==> src/design/owbm_pkg.sv <==
// ----------------------------------------------------------------------------
// owbm_pkg: shared types and constants for the one-wire bus master
// Beat payloads, timing register set, register indexes and command codes.
// ----------------------------------------------------------------------------
package owbm_pkg;

  // Command codes carried in the mode field
  localparam logic [1:0] MODE_RESET = 2'd0;
  localparam logic [1:0] MODE_WRITE = 2'd1;
  localparam logic [1:0] MODE_READ  = 2'd2;

  // Timing register indexes (byte address is 4 * index)
  localparam logic [2:0] REG_RESET_LOW     = 3'd0;
  localparam logic [2:0] REG_PRESENCE_SMPL = 3'd1;
  localparam logic [2:0] REG_LONG_LOW      = 3'd2;
  localparam logic [2:0] REG_SHORT_LOW     = 3'd3;
  localparam logic [2:0] REG_SHORT_REL     = 3'd4;
  localparam logic [2:0] REG_LONG_REL      = 3'd5;
  localparam logic [2:0] REG_READ_SMPL     = 3'd6;
  localparam logic [2:0] REG_READ_REC      = 3'd7;

  localparam int unsigned ADDR_W = 5;

  // Input beat
  typedef struct packed {
    logic       tick;
    logic       start_req;
    logic [1:0] mode;
    logic [7:0] tx_byte;
    logic       line_level;
  } in_item_t;

  // Result beat
  typedef struct packed {
    logic       drive_low;
    logic       busy_res;
    logic       done_res;
    logic       presence;
    logic [7:0] rx_byte;
  } out_item_t;

  // Timing registers as seen by the sequencer
  typedef struct packed {
    logic [8:0] reset_low_time;
    logic [7:0] presence_sample_time;
    logic [7:0] long_low_time;
    logic [7:0] short_low_time;
    logic [7:0] short_release_time;
    logic [7:0] long_release_time;
    logic [7:0] read_sample_time;
    logic [7:0] read_recovery_time;
  } timing_cfg_t;

  // Bus sequencer phases, one-hot
  typedef enum logic [7:0] {
    PH_IDLE     = 8'b0000_0001,
    PH_RST_LOW  = 8'b0000_0010,
    PH_RST_WAIT = 8'b0000_0100,
    PH_WR_LOW   = 8'b0000_1000,
    PH_WR_REL   = 8'b0001_0000,
    PH_RD_LOW   = 8'b0010_0000,
    PH_RD_WAIT  = 8'b0100_0000,
    PH_RD_REC   = 8'b1000_0000
  } phase_t;

endpackage

==> src/design/one_wire_bus_master_top.sv <==
// ----------------------------------------------------------------------------
// one_wire_bus_master_top: single-wire open-drain bus master
// Usage:
//   The input channel carries one beat per bus time step: the microsecond
//   tick, a command request (bus reset, write byte, read byte), the byte to
//   send and the sampled line level. A request is taken only while idle.
//   Every input beat yields exactly one result beat: drive level, busy,
//   done, presence of the last reset and the byte of the last read.
//   The result of an accepted beat is registered and valid in the cycle
//   after it is accepted. Throughput is one beat per cycle while the
//   receiver does not stall, set by the phase sequencer and its output register.
//   When the receiver stalls, the result is held in the output register
//   and in_stall is raised until it has been taken; a new beat is accepted
//   in the same cycle the held result leaves.
//   The user writes timing registers through the APB-style port only while idle;
//   the block does not enforce this. Reset returns the sequencer to idle, clears
//   presence and the received byte and loads the standard bus timings.
// ----------------------------------------------------------------------------
module one_wire_bus_master_top
  import owbm_pkg::*;
(
  input  logic              clk,
  input  logic              rst_n,
  // input channel
  input  logic              in_valid,
  output logic              in_stall,
  input  in_item_t          in_data,
  // result channel
  output logic              out_valid,
  input  logic              out_stall,
  output out_item_t         out_data,
  // configuration port
  input  logic              psel,
  input  logic              penable,
  input  logic              pwrite,
  input  logic [ADDR_W-1:0] paddr,
  input  logic [31:0]       pwdata,
  output logic [31:0]       prdata,
  output logic              pready
);

  timing_cfg_t timing;

  phase_t     phase_r, phase_nxt;
  logic [8:0] timer_r, timer_nxt;
  logic [2:0] bit_r, bit_nxt;
  logic [7:0] shift_r, shift_nxt;
  logic       presence_r, presence_nxt;
  logic [7:0] rx_r, rx_nxt;
  logic       done;

  logic       out_valid_r;
  out_item_t  out_data_r, out_data_nxt;

  logic       accept;
  logic [8:0] phase_len;
  logic [9:0] timer_inc;

  owbm_regs u_regs (
    .clk     (clk),
    .rst_n   (rst_n),
    .psel    (psel),
    .penable (penable),
    .pwrite  (pwrite),
    .paddr   (paddr),
    .pwdata  (pwdata),
    .prdata  (prdata),
    .pready  (pready),
    .timing  (timing)
  );

  // Handshake: hold input while a result waits and is stalled
  assign in_stall  = out_valid_r & out_stall;
  assign accept    = in_valid & ~in_stall;
  assign out_valid = out_valid_r;
  assign out_data  = out_data_r;

  // Length of the current phase in ticks
  always_comb begin
    unique case (phase_r)
      PH_RST_LOW:  phase_len = timing.reset_low_time;
      PH_RST_WAIT: phase_len = {1'b0, timing.presence_sample_time};
      PH_WR_LOW:   phase_len = {1'b0, shift_r[0] ? timing.short_low_time
                                                 : timing.long_low_time};
      PH_WR_REL:   phase_len = {1'b0, shift_r[0] ? timing.long_release_time
                                                 : timing.short_release_time};
      PH_RD_LOW:   phase_len = {1'b0, timing.short_low_time};
      PH_RD_WAIT:  phase_len = {1'b0, timing.read_sample_time};
      PH_RD_REC:   phase_len = {1'b0, timing.read_recovery_time};
      default:     phase_len = 9'd1;
    endcase
  end

  assign timer_inc = {1'b0, timer_r} + 10'd1;

  // Phase sequencer, one step per accepted beat
  always_comb begin
    phase_nxt    = phase_r;
    timer_nxt    = timer_r;
    bit_nxt      = bit_r;
    shift_nxt    = shift_r;
    presence_nxt = presence_r;
    rx_nxt       = rx_r;
    done         = 1'b0;
    if (phase_r == PH_IDLE) begin
      if (in_data.start_req) begin
        timer_nxt = 9'd0;
        bit_nxt   = 3'd0;
        priority if (in_data.mode == MODE_RESET) begin
          phase_nxt = PH_RST_LOW;
        end else if (in_data.mode == MODE_WRITE) begin
          phase_nxt = PH_WR_LOW;
          shift_nxt = in_data.tx_byte;
        end else if (in_data.mode == MODE_READ) begin
          phase_nxt = PH_RD_LOW;
          shift_nxt = 8'd0;
        end else begin
          // unused command code: stay idle, nothing changes
          timer_nxt = timer_r;
          bit_nxt   = bit_r;
        end
      end
    end else if (in_data.tick) begin
      if (timer_inc >= {1'b0, phase_len}) begin
        timer_nxt = 9'd0;
        unique case (phase_r)
          PH_RST_LOW: begin
            phase_nxt = PH_RST_WAIT;
          end
          PH_RST_WAIT: begin
            presence_nxt = ~in_data.line_level;
            phase_nxt    = PH_IDLE;
            done         = 1'b1;
          end
          PH_WR_LOW: begin
            phase_nxt = PH_WR_REL;
          end
          PH_WR_REL: begin
            shift_nxt = {1'b0, shift_r[7:1]};
            if (bit_r == 3'd7) begin
              bit_nxt   = 3'd0;
              phase_nxt = PH_IDLE;
              done      = 1'b1;
            end else begin
              bit_nxt   = bit_r + 3'd1;
              phase_nxt = PH_WR_LOW;
            end
          end
          PH_RD_LOW: begin
            phase_nxt = PH_RD_WAIT;
          end
          PH_RD_WAIT: begin
            // LSB-first: new bit enters at the top
            shift_nxt = {in_data.line_level, shift_r[7:1]};
            phase_nxt = PH_RD_REC;
          end
          PH_RD_REC: begin
            if (bit_r == 3'd7) begin
              bit_nxt   = 3'd0;
              rx_nxt    = shift_r;
              phase_nxt = PH_IDLE;
              done      = 1'b1;
            end else begin
              bit_nxt   = bit_r + 3'd1;
              phase_nxt = PH_RD_LOW;
            end
          end
          default: begin
            phase_nxt = PH_IDLE;
          end
        endcase
      end else begin
        timer_nxt = timer_inc[8:0];
      end
    end
  end

  // Result beat built from the post-step state
  always_comb begin
    out_data_nxt.drive_low = (phase_nxt == PH_RST_LOW) || (phase_nxt == PH_WR_LOW) ||
                             (phase_nxt == PH_RD_LOW);
    out_data_nxt.busy_res  = (phase_nxt != PH_IDLE);
    out_data_nxt.done_res  = done;
    out_data_nxt.presence  = presence_nxt;
    out_data_nxt.rx_byte   = rx_nxt;
  end

  // State registers
  always_ff @(posedge clk) begin
    if (!rst_n) begin
      phase_r    <= PH_IDLE;
      timer_r    <= 9'd0;
      bit_r      <= 3'd0;
      shift_r    <= 8'd0;
      presence_r <= 1'b0;
      rx_r       <= 8'd0;
    end else if (accept) begin
      phase_r    <= phase_nxt;
      timer_r    <= timer_nxt;
      bit_r      <= bit_nxt;
      shift_r    <= shift_nxt;
      presence_r <= presence_nxt;
      rx_r       <= rx_nxt;
    end
  end

  // Output register
  always_ff @(posedge clk) begin
    if (!rst_n) begin
      out_valid_r <= 1'b0;
    end else if (accept) begin
      out_valid_r <= 1'b1;
    end else if (!out_stall) begin
      out_valid_r <= 1'b0;
    end
  end

  always_ff @(posedge clk) begin
    if (accept) begin
      out_data_r <= out_data_nxt;
    end
  end

endmodule

==> src/design/owbm_regs.sv <==
// ----------------------------------------------------------------------------
// owbm_regs: timing register file
// APB-style write and read access to the eight slot timing registers.
// ----------------------------------------------------------------------------
module owbm_regs
  import owbm_pkg::*;
(
  input  logic              clk,
  input  logic              rst_n,
  input  logic              psel,
  input  logic              penable,
  input  logic              pwrite,
  input  logic [ADDR_W-1:0] paddr,
  input  logic [31:0]       pwdata,
  output logic [31:0]       prdata,
  output logic              pready,
  output timing_cfg_t       timing
);

  timing_cfg_t cfg_r;
  logic        wr_en;
  logic [2:0]  reg_idx;

  assign pready  = 1'b1;
  assign wr_en   = psel & penable & pwrite;
  assign reg_idx = paddr[ADDR_W-1:2];
  assign timing  = cfg_r;

  // Register writes, reset to the standard bus timings
  always_ff @(posedge clk) begin
    if (!rst_n) begin
      cfg_r.reset_low_time       <= 9'd480;
      cfg_r.presence_sample_time <= 8'd60;
      cfg_r.long_low_time        <= 8'd60;
      cfg_r.short_low_time       <= 8'd5;
      cfg_r.short_release_time   <= 8'd15;
      cfg_r.long_release_time    <= 8'd60;
      cfg_r.read_sample_time     <= 8'd10;
      cfg_r.read_recovery_time   <= 8'd30;
    end else if (wr_en) begin
      unique case (reg_idx)
        REG_RESET_LOW:     cfg_r.reset_low_time       <= pwdata[8:0];
        REG_PRESENCE_SMPL: cfg_r.presence_sample_time <= pwdata[7:0];
        REG_LONG_LOW:      cfg_r.long_low_time        <= pwdata[7:0];
        REG_SHORT_LOW:     cfg_r.short_low_time       <= pwdata[7:0];
        REG_SHORT_REL:     cfg_r.short_release_time   <= pwdata[7:0];
        REG_LONG_REL:      cfg_r.long_release_time    <= pwdata[7:0];
        REG_READ_SMPL:     cfg_r.read_sample_time     <= pwdata[7:0];
        REG_READ_REC:      cfg_r.read_recovery_time   <= pwdata[7:0];
        default:           cfg_r.reset_low_time       <= cfg_r.reset_low_time;
      endcase
    end
  end

  // Read mux
  always_comb begin
    unique case (reg_idx)
      REG_RESET_LOW:     prdata = {23'd0, cfg_r.reset_low_time};
      REG_PRESENCE_SMPL: prdata = {24'd0, cfg_r.presence_sample_time};
      REG_LONG_LOW:      prdata = {24'd0, cfg_r.long_low_time};
      REG_SHORT_LOW:     prdata = {24'd0, cfg_r.short_low_time};
      REG_SHORT_REL:     prdata = {24'd0, cfg_r.short_release_time};
      REG_LONG_REL:      prdata = {24'd0, cfg_r.long_release_time};
      REG_READ_SMPL:     prdata = {24'd0, cfg_r.read_sample_time};
      REG_READ_REC:      prdata = {24'd0, cfg_r.read_recovery_time};
      default:           prdata = 32'd0;
    endcase
  end

endmodule
==> config.mk <==
export PLATFORM = sky130hd
export DESIGN_NAME = one_wire_bus_master_top
export DESIGN_NICKNAME = d
export VERILOG_FILES = /design/src/design/owbm_pkg.sv /design/src/design/one_wire_bus_master_top.sv /design/src/design/owbm_regs.sv
export SDC_FILE = /design/constraint.sdc
export NUM_CORES = 1
export LEC_CHECK = 0
export ABC_CLOCK_PERIOD_IN_PS = 4450
export BUFFER_PORTS_ARGS = -buffer_cell sky130_fd_sc_hd__buf_2
export CAP_MARGIN = 20
export CORE_ASPECT_RATIO = 2
export CORE_MARGIN = 1.5
export CORE_UTILIZATION = 55
export DETAILED_ROUTE_END_ITERATION = 8
export PLACE_DENSITY = 0.88
export SETUP_SLACK_MARGIN = 0.3
export SLEW_MARGIN = 20
export SYNTH_ARGS = -nofsm -noshare
export SYNTH_HDL_FRONTEND = slang
export SYNTH_SLANG_ARGS = --single-unit
==> constraint.sdc <==
create_clock -name clk -period 4.45 [get_ports clk]
set_input_delay 1.335 -clock clk [delete_from_list [all_inputs] [get_ports clk]]
set_output_delay 1.335 -clock clk [all_outputs]
set_load 0.02 [all_outputs]
==> results.md, run 1 <==
- Status: completed
- Clock Path Buffers: 2
- Initial Util: 56.52%
- Routed len/inst: 19.79 µm
- Overall power: 2.779 mW
- CTS buffer count: 17
- PortBufs: 54
- H-tree levels: 4
- Crit-path max FO: 16
- Critical Path End Type: primary output
- Synthesis Warnings: 0
- Utilization after layout: 65.07%
- Crit-path cells: buf_2 > buf_4 > nand2b_1 > o21ai_0 > a21oi_1 > o21ai_0 > o21a_1 > buf_2
- Synth cell types: 66
- Final wirelength: 18.62 mm
- Largest net degree at the start of global routing: 73
- Post-route DRC: 0
- DR vias: 6091
- Static Leak: 2.941 nW
- Post-route setup TNS: 0 ns
- Comb pwr share: 12.4%
- Flop2flop setup slack: 0.46 ns
- Fin. Hold Viols: 0
- Clock group share of total power: 48.6%
- Full die area: 12360 µm²
- Measured slew at the worst slew-check pin: 0.9071 ns
- Global-route wire length before repair: 29.35 mm
- Clk sinks: 115
- Setup crit end: prdata[1]
- CP Launch Type: input pin
- Row cnt: 55
- IR drop worst, VDD: 0.0003002 V
- Max cap viols: 0
- CP Data Required Time: 3.12 ns
- Clk slew on worst S/H paths: 0.06 ns
- Seq/Total Area, Yosys: 37.75%
- Part of the power in registers: 39.1%
- Nets: 859
- Psw: 0.7541 mW
- Root Driver: clkbuf_16
- Hold-fix buffers, CTS: 0
- Worst-Skew Late Latency: 0.43 ns
- Path length in cells of the critical path: 8
- Buf/Inv on CP: 3
- Highest Clock Rate: 245.6 MHz
- Die width: 79.38 µm
- Area grow syn2layout: 15.13%
- Slowest stage cell, crit path: buf_2
- Top-Level Pins: 104
- Global route overflow: 0
- Slew Viols, Final: 0
- Worst r2r src: phase_r[0]$_SDFFE_PN1P_
- Cell Area, Synth: 6417 µm²
- Vias per cell: 6.473
- Unrepaired setup endpoints after global routing: false
- Ant. Diodes: 0
- Core area: 11350 µm²
- Setup crit start: paddr[2]
- GP Congestion: 0.9756
- Met3 GRT Util: 6.608%
- TritonCTS clock tree: yes
- Hold Crit Class: reg2reg
- Headroom to the max-slew limit: 39.06%
- Int Pwr: 2.025 mW
- DRT iter0 DRCs: 648
- Met2 usage: 53.07%
- Number of global-route vias before repair: 5935
- Clk_skew: 0.009494 ns
- Mapped Cells: 741
- Worst path top cell family by delay: buffers and inverters
- Initial antenna violation count: 0
- Slowest stage delay, CP: 0.29 ns
- Total GRT Usage: 31.20%
- DR pass1 iterations: 5
- Setup violators final: 0
- Min cycle time layout: 4.071 ns
- Share of cells above drive strength 1: 19.27%
- EDFF count, synth: 12
- Fin crit share: 91.49%
- Register bit count reported by yosys: 115
- DPL Wire Length: 12.38 mm
- Grt peak-use layer: met2
- GR Util met1: 30.95%
- Sw frac: 27.14%
- Pwr/cell area: 376.1 nW/µm²
- Critical path class: in2out
- Worst R2R Path Depth: 15
- Routed Antenna Nets: 0
- Synth Flop Type: dfxtp_1
- WP data arrival: 2.74 ns
- End of the worst register-to-register path: out_data[11]$_DFFE_PP_
- Asr flop ratio synth: 0%
- Synth Area per Inst: 8.660 µm²
- Die H: 155.8 µm
- Fill count: 927
## power by group through the flow
stage / logic, mW / registers, mW / clock network, mW
detailed placement: 0.329 / 1.11 / 0
floorplan: 0.253 / 1.11 / 0
global route: 0.370 / 1.09 / 1.40
CTS: 0.333 / 1.08 / 1.35
finish: 0.344 / 1.09 / 1.35
global placement: 0.325 / 1.11 / 0
## state kept, by name (all words and copies together) (netlist names)
register and flops:
out_valid 1, rx_r 8, u_regs.timing 65, out_data 12
shift_r 8, presence_r 1, phase_r 8, bit_r 3
timer_r 9
## logic make-up (layout without fill, tap and decap cells)
| group | Yosys count | after routing | synth area share, % |
|---|---|---|---|
| AOI/OAI and AO/OA | 169 | 169 | 17.92 |
| DFF | 115 | 115 | 37.75 |
| xor gates and xnor gates | 8 | 8 | 1.092 |
| muxes | 85 | 85 | 13.57 |
| other | 2 | 24 | 0.1170 |
| and+or+nand+nor | 252 | 252 | 19.30 |
| buffers and inverters | 95 | 131 | 7.331 |
| adders and majority gates | 15 | 15 | 2.925 |
## timing repair
| item | CTS | global route |
|---|---|---|
| resized for setup | 0 | 12 |
| setup endpoints to repair | 0 | 32 |
| setup buffers | 0 | 0 |
## placed cells by master (no fill, tap or decap), types with 4 or more instances in the layout
master       n
a211oi_1     6
a21o_1       5
a21oi_1     62
a221oi_1    10
a222oi_1    13
a22o_1       5
a22oi_1      6
a311oi_1    10
and3_1      10
buf_2       53
buf_4       26
clkbuf_16   19
conb_1      24
dfxtp_1    100
edfxtp_1    12
ha_1        15
inv_1       18
mux2_2      16
mux2i_1     69
nand2_1     81
nand2b_1     8
nand3_1     19
nand4_1      6
nor2_1      76
nor2b_1      4
nor3_1       9
nor3_2       4
o211ai_1     5
o21a_1       5
o21ai_0     22
o22ai_1      4
xnor2_1      6
## area by class of cell
cell class	count	area [µm²]	area share, %
Sequential cell	115	2426	32.84
Clock buffer	21	493.0	6.672
Multi-Input combinational cell	553	3636	49.21
Tap cell	142	177.7	2.405
Timing Repair Buffer	81	488.0	6.605
Inverter	19	71.32	0.9653
Clock inverter	10	96.34	1.304
## metal layers
metal  wire length, µm  share of wire, %  up-vias
met3              1534               8.2      140
li1                  -                 -     2724
met4              1543               8.3        0
met1              6191                33     2800
met5                 0                 0        -
met2              9354                50      427
## Yosys cell counts (8+ instances only)
| cell type | count | area share [%] |
|---|---|---|
| o21ai_0 | 22 | 1.7 |
| buf_1 | 8 | 0.47 |
| dfxtp_1 | 103 | 32 |
| ha_1 | 15 | 2.9 |
| nand2b_1 | 8 | 0.78 |
| nand3_1 | 19 | 1.5 |
| a221oi_1 | 10 | 1.4 |
| buf_4 | 26 | 3.0 |
| mux2_2 | 16 | 2.8 |
| mux2i_1 | 69 | 11 |
| clkbuf_1 | 34 | 2.0 |
| inv_1 | 18 | 1.1 |
| nor3_1 | 9 | 0.70 |
| a21oi_1 | 62 | 4.8 |
| and3_1 | 10 | 0.97 |
| a311oi_1 | 10 | 1.4 |
| nor2_1 | 77 | 4.5 |
| edfxtp_1 | 12 | 5.6 |
| a222oi_1 | 13 | 2.0 |
| nand2_1 | 81 | 4.7 |
## worst min-delay path by stage
stage,depth (start not counted),endpoint,slack (ns),from
3_3_place_gp,2,u_regs.timing[29]$_SDFFE_PN0P_,0.44,u_regs.timing[29]$_SDFFE_PN0P_
4_1_cts,2,u_regs.timing[29]$_SDFFE_PN0P_,0.46,u_regs.timing[29]$_SDFFE_PN0P_
6_report,2,u_regs.timing[29]$_SDFFE_PN0P_,0.46,u_regs.timing[29]$_SDFFE_PN0P_
3_5_place_dp,2,u_regs.timing[29]$_SDFFE_PN0P_,0.45,u_regs.timing[29]$_SDFFE_PN0P_
2_1_floorplan,2,u_regs.timing[28]$_SDFFE_PN0P_,0.44,u_regs.timing[28]$_SDFFE_PN0P_
5_1_grt,2,u_regs.timing[29]$_SDFFE_PN0P_,0.48,u_regs.timing[29]$_SDFFE_PN0P_
## worst register-to-register path: stages, from the launching register on
cell and delay [ns]:
dfxtp_1 0.32, buf_4 0.16, nor4_1 0.32, and4_1 0.46, buf_4 0.25, a222oi_1 0.08, nand2_1 0.08, a21oi_1 0.06
ha_1 0.34, a21o_1 0.18, a21oi_1 0.28, a21boi_2 0.16, a21o_1 0.29, a311o_1 0.43, o21ba_1 0.21, a211oi_1 0.22
## stage by stage
step           worst slack [ns]  cell area [µm²]  hold WS [ns]  std cells
3_3_place_gp             0.3259             6764        0.4431        910
6_report                 0.3787             7388        0.4570        941
5_1_grt                  0.2947             7388        0.4823        941
4_1_cts                  0.3041             7353        0.4576        941
2_1_floorplan            0.4037             6500        0.4363        763
3_5_place_dp             0.3149             6764        0.4504        910
No activity file was read; power rests on OpenSTA's default activity.
==> inputs of run 2 (changes only) <==
--- a/config.mk
+++ b/config.mk
@@ -10,9 +10,9 @@
 export CAP_MARGIN = 20
 export CORE_ASPECT_RATIO = 2
 export CORE_MARGIN = 1.5
-export CORE_UTILIZATION = 55
+export CORE_UTILIZATION = 50
 export DETAILED_ROUTE_END_ITERATION = 8
-export PLACE_DENSITY = 0.88
+export PLACE_DENSITY = 0.82
 export SETUP_SLACK_MARGIN = 0.3
 export SLEW_MARGIN = 20
 export SYNTH_ARGS = -nofsm -noshare
==> results.md, run 2 (synthesis results as in run 1) <==
- Status: completed
- PortBufs: 54
- GP Congestion: 0.9352
- Row cnt: 58
- Slowest stage delay, CP: 0.67 ns
- Static Leak: 2.966 nW
- Full die area: 13560 µm²
- Hold path cells: 2
- Max reg flops: 65
- Initial antenna violation count: 0
- Initial Util: 51.12%
- TritonCTS clock tree: yes
- GR Util met1: 27.84%
- Crit-path cells: buf_2 > or3_1 > o22a_1 > buf_2
- Worst path top cell family by delay: simple AND/OR/NAND/NOR gates
- Hold-fix buffers, CTS: 0
- Global-route wire length before repair: 29.75 mm
- CTS buffer count: 17
- Most used cell, CP: buf_2
- Clk_skew: 0.007722 ns
- WHS Endpoint: u_regs.timing[28]$_SDFFE_PN0P_
- Nets: 860
- Hold Crit Class: reg2reg
- Post-route DRC: 0
- Slew Viols, Final: 0
- Clock Path Buffers: 2
- Global route overflow: 0
- Headroom to the max-slew limit: 27.69%
- Fill count: 1080
- IR drop worst, VDD: 0.0003382 V
- DR pass1 iterations: 6
- Die H: 163.2 µm
- Fin. Hold Viols: 0
- Measured slew at the worst slew-check pin: 1.085 ns
- Worst R2R Path Depth: 12
- Worst-Skew Late Latency: 0.42 ns
- Overall power: 2.872 mW
- Min-delay src: u_regs.timing[28]$_SDFFE_PN0P_
- Routed len/inst: 19.45 µm
- Crit-path max FO: 20
- Ant. Diodes: 0
- Core area: 12550 µm²
- Met2 usage: 49.93%
- Pwr/cell area: 387.0 nW/µm²
- CP Launch Type: input pin
- Die width: 83.11 µm
- Worst r2r src: phase_r[0]$_SDFFE_PN1P_
- Final wirelength: 18.50 mm
- Setup violators final: 0
- FF/Latch Area: 2429 µm²
- Flop2flop setup slack: 0.44 ns
- Largest net degree at the start of global routing: 56
- DRT iter0 DRCs: 518
- Share of cells above drive strength 1: 19.60%
- Top-Level Pins: 104
- Critical path class: in2out
- WP data arrival: 2.73 ns
- Most frequent cells in the layout: dfxtp_1 (98), nand2_1 (81), nor2_1 (76)
- Grt peak-use layer: met2
- Clk slew on worst S/H paths: 0.06 ns
- Buf/Inv on CP: 2
- Total setup buffers inserted after CTS: 0
- Min cycle time layout: 4.063 ns
- Unrepaired setup endpoints after global routing: false
- DPL Wire Length: 12.78 mm
- Routed Antenna Nets: 0
- Area occupied by multi-input gates: 3628 µm²
- Root Driver: clkbuf_16
- Slowest stage cell, crit path: or3_1
- Number of global-route vias before repair: 5891
- Highest Clock Rate: 246.1 MHz
- Vias per cell: 6.280
- DR vias: 5972
- Area grow syn2layout: 15.66%
- Clk sinks: 115
- Critical Path End Type: primary output
- Met3 GRT Util: 6.518%
- Total GRT Usage: 27.84%
- Cts repair resizes: 0
- CP Data Required Time: 3.12 ns
- Post-route setup TNS: 0 ns
- Most common cell after layout, fill and taps aside: dfxtp_1
- Max cap viols: 0
- Fin crit share: 91.31%
- End of the worst register-to-register path: bit_r[1]$_SDFFE_PN0P_
- H-tree levels: 4
## run 2: cell count changes in the layout (fill, tap and decap cells not counted), moves of 2 or more
cell / delta
buf_4: +2
bufinv_16: +2
clkbuf_16: -2
clkinvlp_4: -3
dfxtp_1: -2
dfxtp_2: +2
inv_6: +4
## run 2: layout make-up
type	instances	area share (%)
Clock inverter	13	2.293
Clock buffer	19	6.102
Sequential cell	115	32.72
Multi-Input combinational cell	553	48.89
Tap cell	150	2.529
Timing Repair Buffer	82	6.507
Inverter	19	0.9609
## run 2: per-stage QoR
step	utilization [%]	instance area (µm²)	cells	worst slack (ns)	hold WS (ns)
floorplan	-	6500	763	0.4037	0.4363
global placement	53.92	6769	919	0.4040	0.4435
detailed placement	53.92	6769	919	0.3894	0.4494
CTS	58.88	7392	951	0.3626	0.4568
global route	59.12	7422	951	0.3236	0.4949
finish	59.12	7422	951	0.3866	0.4578
## run 2: how the worst max path moves through the flow
| stage | cells after the start | to | startpoint |
|---|---|---|---|
| detailed placement | 8 | prdata[1] | paddr[4] |
| CTS | 7 | prdata[4] | paddr[4] |
| finish | 4 | prdata[0] | paddr[2] |
| global placement | 7 | prdata[4] | paddr[4] |
| global route | 12 | bit_r[1]$_SDFFE_PN0P_ | phase_r[0]$_SDFFE_PN1P_ |
| floorplan | 7 | prdata[4] | paddr[4] |
## run 2: worst reg2reg max path, cell delays in order, from the launching register on
cell	delay, ns
dfxtp_2	0.37
nor4_2	0.42
and4b_1	0.64
a222oi_1	0.18
nand2_1	0.11
a21oi_1	0.06
ha_1	0.34
nand4_1	0.12
o221ai_2	0.37
a41o_1	0.42
a21oi_1	0.21
or4_1	0.50
a21oi_1	0.18
## run 2: per-layer routing
metal / vias up / wire [µm]
met4: 0 / 1356
li1: 2745 / -
met1: 2785 / 6374
met3: 108 / 1357
met2: 334 / 9413
met5: - / 0
## run 2: where the power goes
group	leakage [nW]	switching, mW	internal, mW
Combinational	1.70	0.231	0.109
Clock	0.310	0.525	0.920
Sequential	0.955	0.0200	1.07
